`config.mk`:
```
export PLATFORM = sky130hd
export DESIGN_NAME = wdbscan_ctrl
export DESIGN_NICKNAME = d
export VERILOG_FILES = /design/src/rtl/core/wdbscan_pkg.sv /design/src/rtl/core/wdbscan_ctrl.sv
export SDC_FILE = /design/constraint.sdc
export NUM_CORES = 1
export LEC_CHECK = 0
export BUFFER_PORTS_ARGS = -buffer_cell sky130_fd_sc_hd__buf_2
export CAP_MARGIN = 40
export CORE_ASPECT_RATIO = 0.8
export CORE_UTILIZATION = 35
export DETAILED_ROUTE_END_ITERATION = 8
export PLACE_DENSITY = 0.61
export SLEW_MARGIN = 20
export SYNTH_ARGS = -nofsm -noshare
export SYNTH_HDL_FRONTEND = slang
export SYNTH_SLANG_ARGS = --single-unit
```
`constraint.sdc`:
```
create_clock -name clk -period 3.25 [get_ports clk]
set_input_delay 0.1625 -clock clk [delete_from_list [all_inputs] [get_ports clk]]
set_output_delay 0.1625 -clock clk [all_outputs]
set_load 0.005 [all_outputs]
```
`src/rtl/core/wdbscan_pkg.sv`:
```
// Shared types and constants for the weighted 1-D DBSCAN cluster-mean block.
// Item structs, register indexes and the command/status bundles between
// controller and datapath. No dependencies.
package wdbscan_pkg;

    localparam int DEFAULT_MAX_DISTINCT = 64;
    localparam int VALUE_W    = 16;
    localparam int WEIGHT_W   = 32;
    localparam int MEAN_W     = 24;
    localparam int FRAC_W     = 8;
    localparam int CFG_IDX_W  = 3;
    localparam int CFG_DATA_W = 16;

    typedef enum logic [CFG_IDX_W-1:0] {
        CFG_RADIUS     = 3'd0,
        CFG_MIN_WEIGHT = 3'd1,
        CFG_LOW_PULSE  = 3'd2,
        CFG_RESET_MIN  = 3'd3
    } cfg_reg_t;

    typedef struct packed {
        logic               action;
        logic [VALUE_W-1:0] sample_value;
        logic [VALUE_W-1:0] sample_weight;
    } in_item_t;

    typedef struct packed {
        logic [MEAN_W-1:0] cluster_mean_q8;
        logic              no_clusters;
        logic              store_overflow;
        logic              last_result;
    } out_item_t;

    typedef struct packed {
        logic latch_in;
        logic write_entry;
        logic write_weight;
        logic set_overflow;
        logic clear_overflow;
        logic clear_flags;
        logic cap_center;
        logic clear_acc;
        logic hood_acc;
        logic mark_eval;
        logic set_visited;
        logic clear_pending;
        logic assign_id;
        logic mean_acc;
        logic div_start;
        logic write_mean;
        logic em_clear;
        logic em_cmp;
        logic em_mark;
        logic load_out;
        logic load_none;
        logic last;
    } cmd_t;

    typedef struct packed {
        logic match;
        logic visited;
        logic assigned;
        logic pending;
        logic seed_ok;
        logic core;
        logic div_busy;
        logic out_free;
    } stat_t;

endpackage

```
`src/rtl/core/wdbscan_ctrl.sv`:
```
// Controller: sequences add merges and new entries, the DBSCAN walk, mean division and sorted emission.
// Depends on wdbscan_pkg.
module wdbscan_ctrl
    import wdbscan_pkg::*;
#(
    parameter int MAX_DISTINCT = DEFAULT_MAX_DISTINCT,
    localparam int IDX_W = $clog2(MAX_DISTINCT),
    localparam int CNT_W = $clog2(MAX_DISTINCT + 1)
) (
    input  logic             clk,
    input  logic             rst_n,
    input  logic             in_valid,
    input  logic             in_action,
    output logic             in_ready,
    input  stat_t            stat,
    output cmd_t             cmd,
    output logic [IDX_W-1:0] addr,
    output logic [IDX_W-1:0] cid
);

    typedef enum logic [4:0] {
        S_IDLE, S_ADD_RD, S_ADD_CHK, S_ADD_NEW,
        S_SC_INIT, S_SC_OUTER, S_HD_CEN, S_HD_RD, S_HD_ACC, S_SC_DECIDE,
        S_MK_RD, S_MK_EVAL, S_EX_START, S_EX_SCAN, S_EX_DECIDE, S_EX_ASSIGN,
        S_MN_START, S_MN_RD, S_MN_ACC, S_MN_DIV, S_MN_WAIT,
        S_EM_START, S_EM_RD, S_EM_CMP, S_EM_OUT, S_EM_NONE, S_FINISH
    } state_t;

    state_t           state_reg;
    logic [CNT_W-1:0] count_reg, idx_reg, ctr_reg, ptr_reg;
    logic [CNT_W-1:0] nclust_reg, clus_reg, k_reg;
    logic             busy_reg, expand_reg;
    logic             idx_end, ptr_end, last_clus, last_emit;

    assign idx_end   = idx_reg == count_reg;
    assign ptr_end   = ptr_reg == count_reg;
    assign last_clus = (clus_reg + CNT_W'(1)) == nclust_reg;
    assign last_emit = (k_reg + CNT_W'(1)) == nclust_reg;
    assign in_ready  = state_reg == S_IDLE;

    always_ff @(posedge clk or negedge rst_n)
    begin
        if (!rst_n)
        begin
            state_reg  <= S_IDLE;
            count_reg  <= '0;
            idx_reg    <= '0;
            ctr_reg    <= '0;
            ptr_reg    <= '0;
            nclust_reg <= '0;
            clus_reg   <= '0;
            k_reg      <= '0;
            busy_reg   <= 1'b0;
            expand_reg <= 1'b0;
        end
        else
        begin
            unique case (state_reg)
                S_IDLE:
                begin
                    if (in_valid)
                    begin
                        idx_reg   <= '0;
                        state_reg <= in_action ? S_SC_INIT : S_ADD_RD;
                    end
                end
                S_ADD_RD:
                begin
                    state_reg <= idx_end ? S_ADD_NEW : S_ADD_CHK;
                end
                S_ADD_CHK:
                begin
                    if (stat.match)
                    begin
                        state_reg <= S_IDLE;
                    end
                    else
                    begin
                        idx_reg   <= idx_reg + CNT_W'(1);
                        state_reg <= S_ADD_RD;
                    end
                end
                S_ADD_NEW:
                begin
                    if (count_reg < CNT_W'(MAX_DISTINCT))
                    begin
                        count_reg <= count_reg + CNT_W'(1);
                    end
                    state_reg <= S_IDLE;
                end
                S_SC_INIT:
                begin
                    nclust_reg <= '0;
                    ctr_reg    <= '0;
                    k_reg      <= '0;
                    state_reg  <= S_SC_OUTER;
                end
                S_SC_OUTER:
                begin
                    if (ctr_reg == count_reg)
                    begin
                        clus_reg  <= '0;
                        state_reg <= (nclust_reg == '0) ? S_EM_NONE : S_MN_START;
                    end
                    else if (stat.visited)
                    begin
                        ctr_reg <= ctr_reg + CNT_W'(1);
                    end
                    else
                    begin
                        expand_reg <= 1'b0;
                        state_reg  <= S_HD_CEN;
                    end
                end
                S_HD_CEN:
                begin
                    idx_reg   <= '0;
                    state_reg <= S_HD_RD;
                end
                S_HD_RD:
                begin
                    if (idx_end)
                    begin
                        state_reg <= expand_reg ? S_EX_DECIDE : S_SC_DECIDE;
                    end
                    else
                    begin
                        state_reg <= S_HD_ACC;
                    end
                end
                S_HD_ACC:
                begin
                    idx_reg   <= idx_reg + CNT_W'(1);
                    state_reg <= S_HD_RD;
                end
                S_SC_DECIDE:
                begin
                    if (stat.seed_ok && (nclust_reg < CNT_W'(MAX_DISTINCT)))
                    begin
                        idx_reg   <= '0;
                        state_reg <= S_MK_RD;
                    end
                    else
                    begin
                        ctr_reg   <= ctr_reg + CNT_W'(1);
                        state_reg <= S_SC_OUTER;
                    end
                end
                S_MK_RD:
                begin
                    if (idx_end)
                    begin
                        state_reg <= expand_reg ? S_EX_ASSIGN : S_EX_START;
                    end
                    else
                    begin
                        state_reg <= S_MK_EVAL;
                    end
                end
                S_MK_EVAL:
                begin
                    idx_reg   <= idx_reg + CNT_W'(1);
                    state_reg <= S_MK_RD;
                end
                S_EX_START:
                begin
                    ptr_reg   <= '0;
                    busy_reg  <= 1'b0;
                    state_reg <= S_EX_SCAN;
                end
                S_EX_SCAN:
                begin
                    if (ptr_end)
                    begin
                        if (busy_reg)
                        begin
                            ptr_reg  <= '0;
                            busy_reg <= 1'b0;
                        end
                        else
                        begin
                            nclust_reg <= nclust_reg + CNT_W'(1);
                            ctr_reg    <= ctr_reg + CNT_W'(1);
                            state_reg  <= S_SC_OUTER;
                        end
                    end
                    else if (!stat.pending)
                    begin
                        ptr_reg <= ptr_reg + CNT_W'(1);
                    end
                    else
                    begin
                        busy_reg <= 1'b1;
                        if (!stat.visited)
                        begin
                            expand_reg <= 1'b1;
                            state_reg  <= S_HD_CEN;
                        end
                        else
                        begin
                            ptr_reg <= ptr_reg + CNT_W'(1);
                        end
                    end
                end
                S_EX_DECIDE:
                begin
                    if (stat.core)
                    begin
                        idx_reg   <= '0;
                        state_reg <= S_MK_RD;
                    end
                    else
                    begin
                        state_reg <= S_EX_ASSIGN;
                    end
                end
                S_EX_ASSIGN:
                begin
                    ptr_reg   <= ptr_reg + CNT_W'(1);
                    state_reg <= S_EX_SCAN;
                end
                S_MN_START:
                begin
                    idx_reg   <= '0;
                    state_reg <= S_MN_RD;
                end
                S_MN_RD:
                begin
                    state_reg <= idx_end ? S_MN_DIV : S_MN_ACC;
                end
                S_MN_ACC:
                begin
                    idx_reg   <= idx_reg + CNT_W'(1);
                    state_reg <= S_MN_RD;
                end
                S_MN_DIV:
                begin
                    state_reg <= S_MN_WAIT;
                end
                S_MN_WAIT:
                begin
                    if (!stat.div_busy)
                    begin
                        clus_reg  <= clus_reg + CNT_W'(1);
                        state_reg <= last_clus ? S_EM_START : S_MN_START;
                    end
                end
                S_EM_START:
                begin
                    idx_reg   <= '0;
                    state_reg <= S_EM_RD;
                end
                S_EM_RD:
                begin
                    state_reg <= (idx_reg == nclust_reg) ? S_EM_OUT : S_EM_CMP;
                end
                S_EM_CMP:
                begin
                    idx_reg   <= idx_reg + CNT_W'(1);
                    state_reg <= S_EM_RD;
                end
                S_EM_OUT:
                begin
                    if (stat.out_free)
                    begin
                        k_reg     <= k_reg + CNT_W'(1);
                        state_reg <= last_emit ? S_FINISH : S_EM_START;
                    end
                end
                S_EM_NONE:
                begin
                    if (stat.out_free)
                    begin
                        state_reg <= S_FINISH;
                    end
                end
                S_FINISH:
                begin
                    count_reg <= '0;
                    state_reg <= S_IDLE;
                end
                default:
                begin
                    state_reg <= S_IDLE;
                end
            endcase
        end
    end

    always_comb
    begin
        unique case (state_reg)
            S_ADD_NEW:                          addr = count_reg[IDX_W-1:0];
            S_SC_OUTER, S_SC_DECIDE:            addr = ctr_reg[IDX_W-1:0];
            S_EX_SCAN, S_EX_DECIDE, S_EX_ASSIGN: addr = ptr_reg[IDX_W-1:0];
            S_MN_DIV, S_MN_WAIT:                addr = clus_reg[IDX_W-1:0];
            default:                            addr = idx_reg[IDX_W-1:0];
        endcase
        cid = (state_reg == S_MN_ACC) ? clus_reg[IDX_W-1:0] : nclust_reg[IDX_W-1:0];
    end

    always_comb
    begin
        cmd      = '0;
        cmd.last = last_emit;
        unique case (state_reg)
            S_IDLE:      cmd.latch_in = in_valid;
            S_ADD_CHK:   cmd.write_weight = stat.match;
            S_ADD_NEW:
            begin
                cmd.write_entry  = count_reg < CNT_W'(MAX_DISTINCT);
                cmd.set_overflow = !(count_reg < CNT_W'(MAX_DISTINCT));
            end
            S_SC_INIT:   cmd.clear_flags = 1'b1;
            S_SC_OUTER:  cmd.set_visited = (ctr_reg != count_reg) && !stat.visited;
            S_HD_CEN:    cmd.cap_center = 1'b1;
            S_HD_ACC:    cmd.hood_acc = 1'b1;
            S_SC_DECIDE: cmd.assign_id = stat.seed_ok && (nclust_reg < CNT_W'(MAX_DISTINCT));
            S_MK_EVAL:   cmd.mark_eval = 1'b1;
            S_EX_SCAN:
            begin
                if (!ptr_end && stat.pending)
                begin
                    cmd.clear_pending = 1'b1;
                    cmd.set_visited   = !stat.visited;
                    cmd.assign_id     = stat.visited && !stat.assigned;
                end
            end
            S_EX_ASSIGN: cmd.assign_id = !stat.assigned;
            S_MN_START:  cmd.clear_acc = 1'b1;
            S_MN_ACC:    cmd.mean_acc = 1'b1;
            S_MN_DIV:    cmd.div_start = 1'b1;
            S_MN_WAIT:   cmd.write_mean = !stat.div_busy;
            S_EM_START:  cmd.em_clear = 1'b1;
            S_EM_CMP:    cmd.em_cmp = 1'b1;
            S_EM_OUT:
            begin
                cmd.load_out = stat.out_free;
                cmd.em_mark  = stat.out_free;
            end
            S_EM_NONE:   cmd.load_none = stat.out_free;
            S_FINISH:    cmd.clear_overflow = 1'b1;
            default:     ;
        endcase
    end

endmodule

```
==> run metrics <==
run status completed; Core ar. 12900 sq um; first-pass GRT wire length 23.5 mm; grt ovf 0; Pre-Repair DR Iteration Count 5; area grow syn2layout 10.7%; VDD IR max 307 uV; syn nets 586; WP depth 7; clock skew 0.0100 ns; Synth Cell Area 4670 sq um; Buf/Inv on CP 2; # fillers 1301; Pwr Density 683 nW/um^2; Sw Share 49.4%; # nets final 612; ANT nets after route 0; Worst Path Max Fanout 16; root buffer cell clkbuf_16; WHS 0.212 ns; leading post-synthesis cells by cell area dfrtp_1 (30%), xnor2_1 (8.1%), o21ai_0 (4.8%); Avg Vias per Cell 5.85; Slew @ Worst Pin 0.762 ns; layout cell share with drive strength beyond 1 16.6%; # diodes 0; count of final hold-check violations 0; Die Y 105 microns; multi-input logic area 2970 sq um; fin area 5170 sq um; number of buffers created by CTS 5; critical-path cell list buf_4 -> nor2_1 -> o22ai_1 -> o21ai_0 -> nand2_1 -> nand3_1 -> buf_2; worst path arrival time 2.71 ns; power share of the combinational group 48.9%; Yosys cell types 70; register area 1400 sq um; setup TNS 0 ns; Post-Synthesis Mean Instance Area 8.25 sq um; Reg2Reg Depth 8; drt wl/cell 19.5 microns; Most used DFF post-synth dfrtp_1; Syn Inst Count 566; clock power share 15.6%; Die Width 131 microns; cell accounting for the most synthesized area dfrtp_1; Yosys Warn Count 0; Async SR Flop Fraction 100%; register area share after synthesis 30.0%; worst min path class in2reg; Synth top area share 30.0%; switching pwr 1.74 mW; commonest non-fill, non-tap cell in the layout dfrtp_1; Yosys reg bits 56; H-tree level count 2; # hold bufs at CTS 1; vias in the first global route 4324; All-Layer GR Usage 21.9%; kind of cell adding the most delay to the critical path compound AO/OA/AOI/OAI gates; IO Count 47; largest net degree at the start of global routing 30; Final Core Density 40.0%; DRC Markers 0; commonest non-fill, non-tap cells in the layout dfrtp_1 (56), nor2_1 (49), nand2_1 (47); clock-pin slew on the worst setup and hold paths 0.08 ns; postcts setup bufs 0; Static Leak 2.31 nW; largest stage delay on the critical path 0.63 ns; Clock Sinks 56; hpwl dp 11.3 mm; hold path depth 2; Worst Setup Start Kind flip-flop; Max Cap Viol 0; DRT iter0 DRCs 351; register share of total power 35.4%; port bufs 46; Fmax achieved 0.348 GHz; Crit-path slowest cell o21ai_0; Final Routed Wirelength 15.0 mm; Post-CTS Resized 0; WP data required 3.09 ns; initial antenna violation count 0; internal power 1.78 mW; die area 13800 sq um; Vias 4488; Final Power 3.53 mW; Max-slew headroom 48.7%; R2R setup slack 0.45 ns; fin crit share 88.5%; GP Congestion 1.02; crit end category output port; fin. max-slew vios 0; Period minus WS final 2.88 ns; Initial Util 36.1%; clk buf depth 2; EDFF count, synth 0; cell row count 37; TritonCTS clock tree done; Crit Path Category reg2out; dpl cell area 5020 sq um; RSZ-0062 raised after global routing no; # setup viols final 0; worst skew pair latency 0.31 ns
cell usage after synthesis (3+ instances only):
master and count:
o311ai_0 3, o21ai_0 45, and3_1 16, buf_4 3, nand4_1 12, o22ai_1 5
a22o_1 12, a31oi_1 5, nand3_1 25, nand2b_1 10, and2_1 9, or3_1 5
nor4b_1 3, buf_6 5, nand3b_1 3, a2111oi_0 4, a211oi_1 3, dfrtp_1 56
clkbuf_1 21, a221oi_1 7, nor4_1 7, inv_1 16, or4_1 3, nor3b_1 3
xnor2_1 43, or2_2 3, mux2i_1 4, nor2_1 49, nor3_1 7, o31ai_1 14
a21oi_1 13, o211ai_1 5, xor2_1 17, nand2_1 47, mux2_2 8, nor2b_1 11
buf_2 14, ha_1 8
metrics by stage:
step           cells  setup WS, ns
6_report         767         0.375
5_1_grt          767         0.229
4_1_cts          767         0.435
3_5_place_dp     759         0.450
3_3_place_gp     758         0.421
2_1_floorplan    566          1.08
layer usage:
metal / up-vias / track usage (%) / wire length [microns]
li1: 2097 / - / -
met1: 2207 / 30.1 / 6990
met2: 159 / 34.3 / 6740
met3: 25 / 4.76 / 919
met4: 0 / 6.97 / 314
met5: - / 0 / 0
final cells by class:
cell class	count	area share (%)
Multi-Input combinational cell	449	57.5
Sequential cell	56	27.1
Timing Repair Buffer	63	7.22
Tap cell	175	4.24
Clock buffer	5	2.42
Inverter	17	1.24
Clock inverter	2	0.242
power by group through the flow:
stage | Combinational [mW] | Clock (mW) | Sequential, mW
after global routing | 1.88 | 0.581 | 1.29
after detailed placement | 1.69 | 0 | 1.25
after floorplan | 1.38 | 0 | 0.993
final | 1.73 | 0.550 | 1.25
after global placement | 1.66 | 0 | 1.25
after CTS | 1.70 | 0.558 | 1.24
path summary, 6_finish.rpt:
check	startpoint	to
max	state_reg[3]$_DFFE_PN0P_	addr[5]
min	stat[6]	expand_reg$_DFFE_PN0P_
max reg2reg	clus_reg[0]$_DFFE_PN0P_	state_reg[0]$_DFFE_PN0P_
min reg2reg	k_reg[6]$_DFFE_PN0P_	k_reg[6]$_DFFE_PN0P_
max in group asynchronous	rst_n	ptr_reg[5]$_DFFE_PN0P_
min in group asynchronous	rst_n	k_reg[0]$_DFFE_PN0P_
kinds of logic (layout without fill, tap and decap cells):
kind of cell / count (synthesis) / count (layout) / share of synthesized area [%]
compound gates: 139 / 139 / 20.7
xor+xnor: 60 / 60 / 11.3
fa+ha+maj: 8 / 8 / 2.14
buf+inv: 61 / 87 / 6.33
flops: 56 / 56 / 30.0
mux: 12 / 12 / 2.79
simple gates: 230 / 230 / 26.7
worst reg2reg max path, stage by stage (launching register included):
cell	delay, ns
dfrtp_1	0.52
ha_1	0.34
and2_1	0.19
nor2b_1	0.13
o311ai_0	0.39
a2111oi_0	0.22
buf_4	0.19
a2111oi_0	0.50
a41oi_1	0.19
Power figures use the tool's default switching activity.
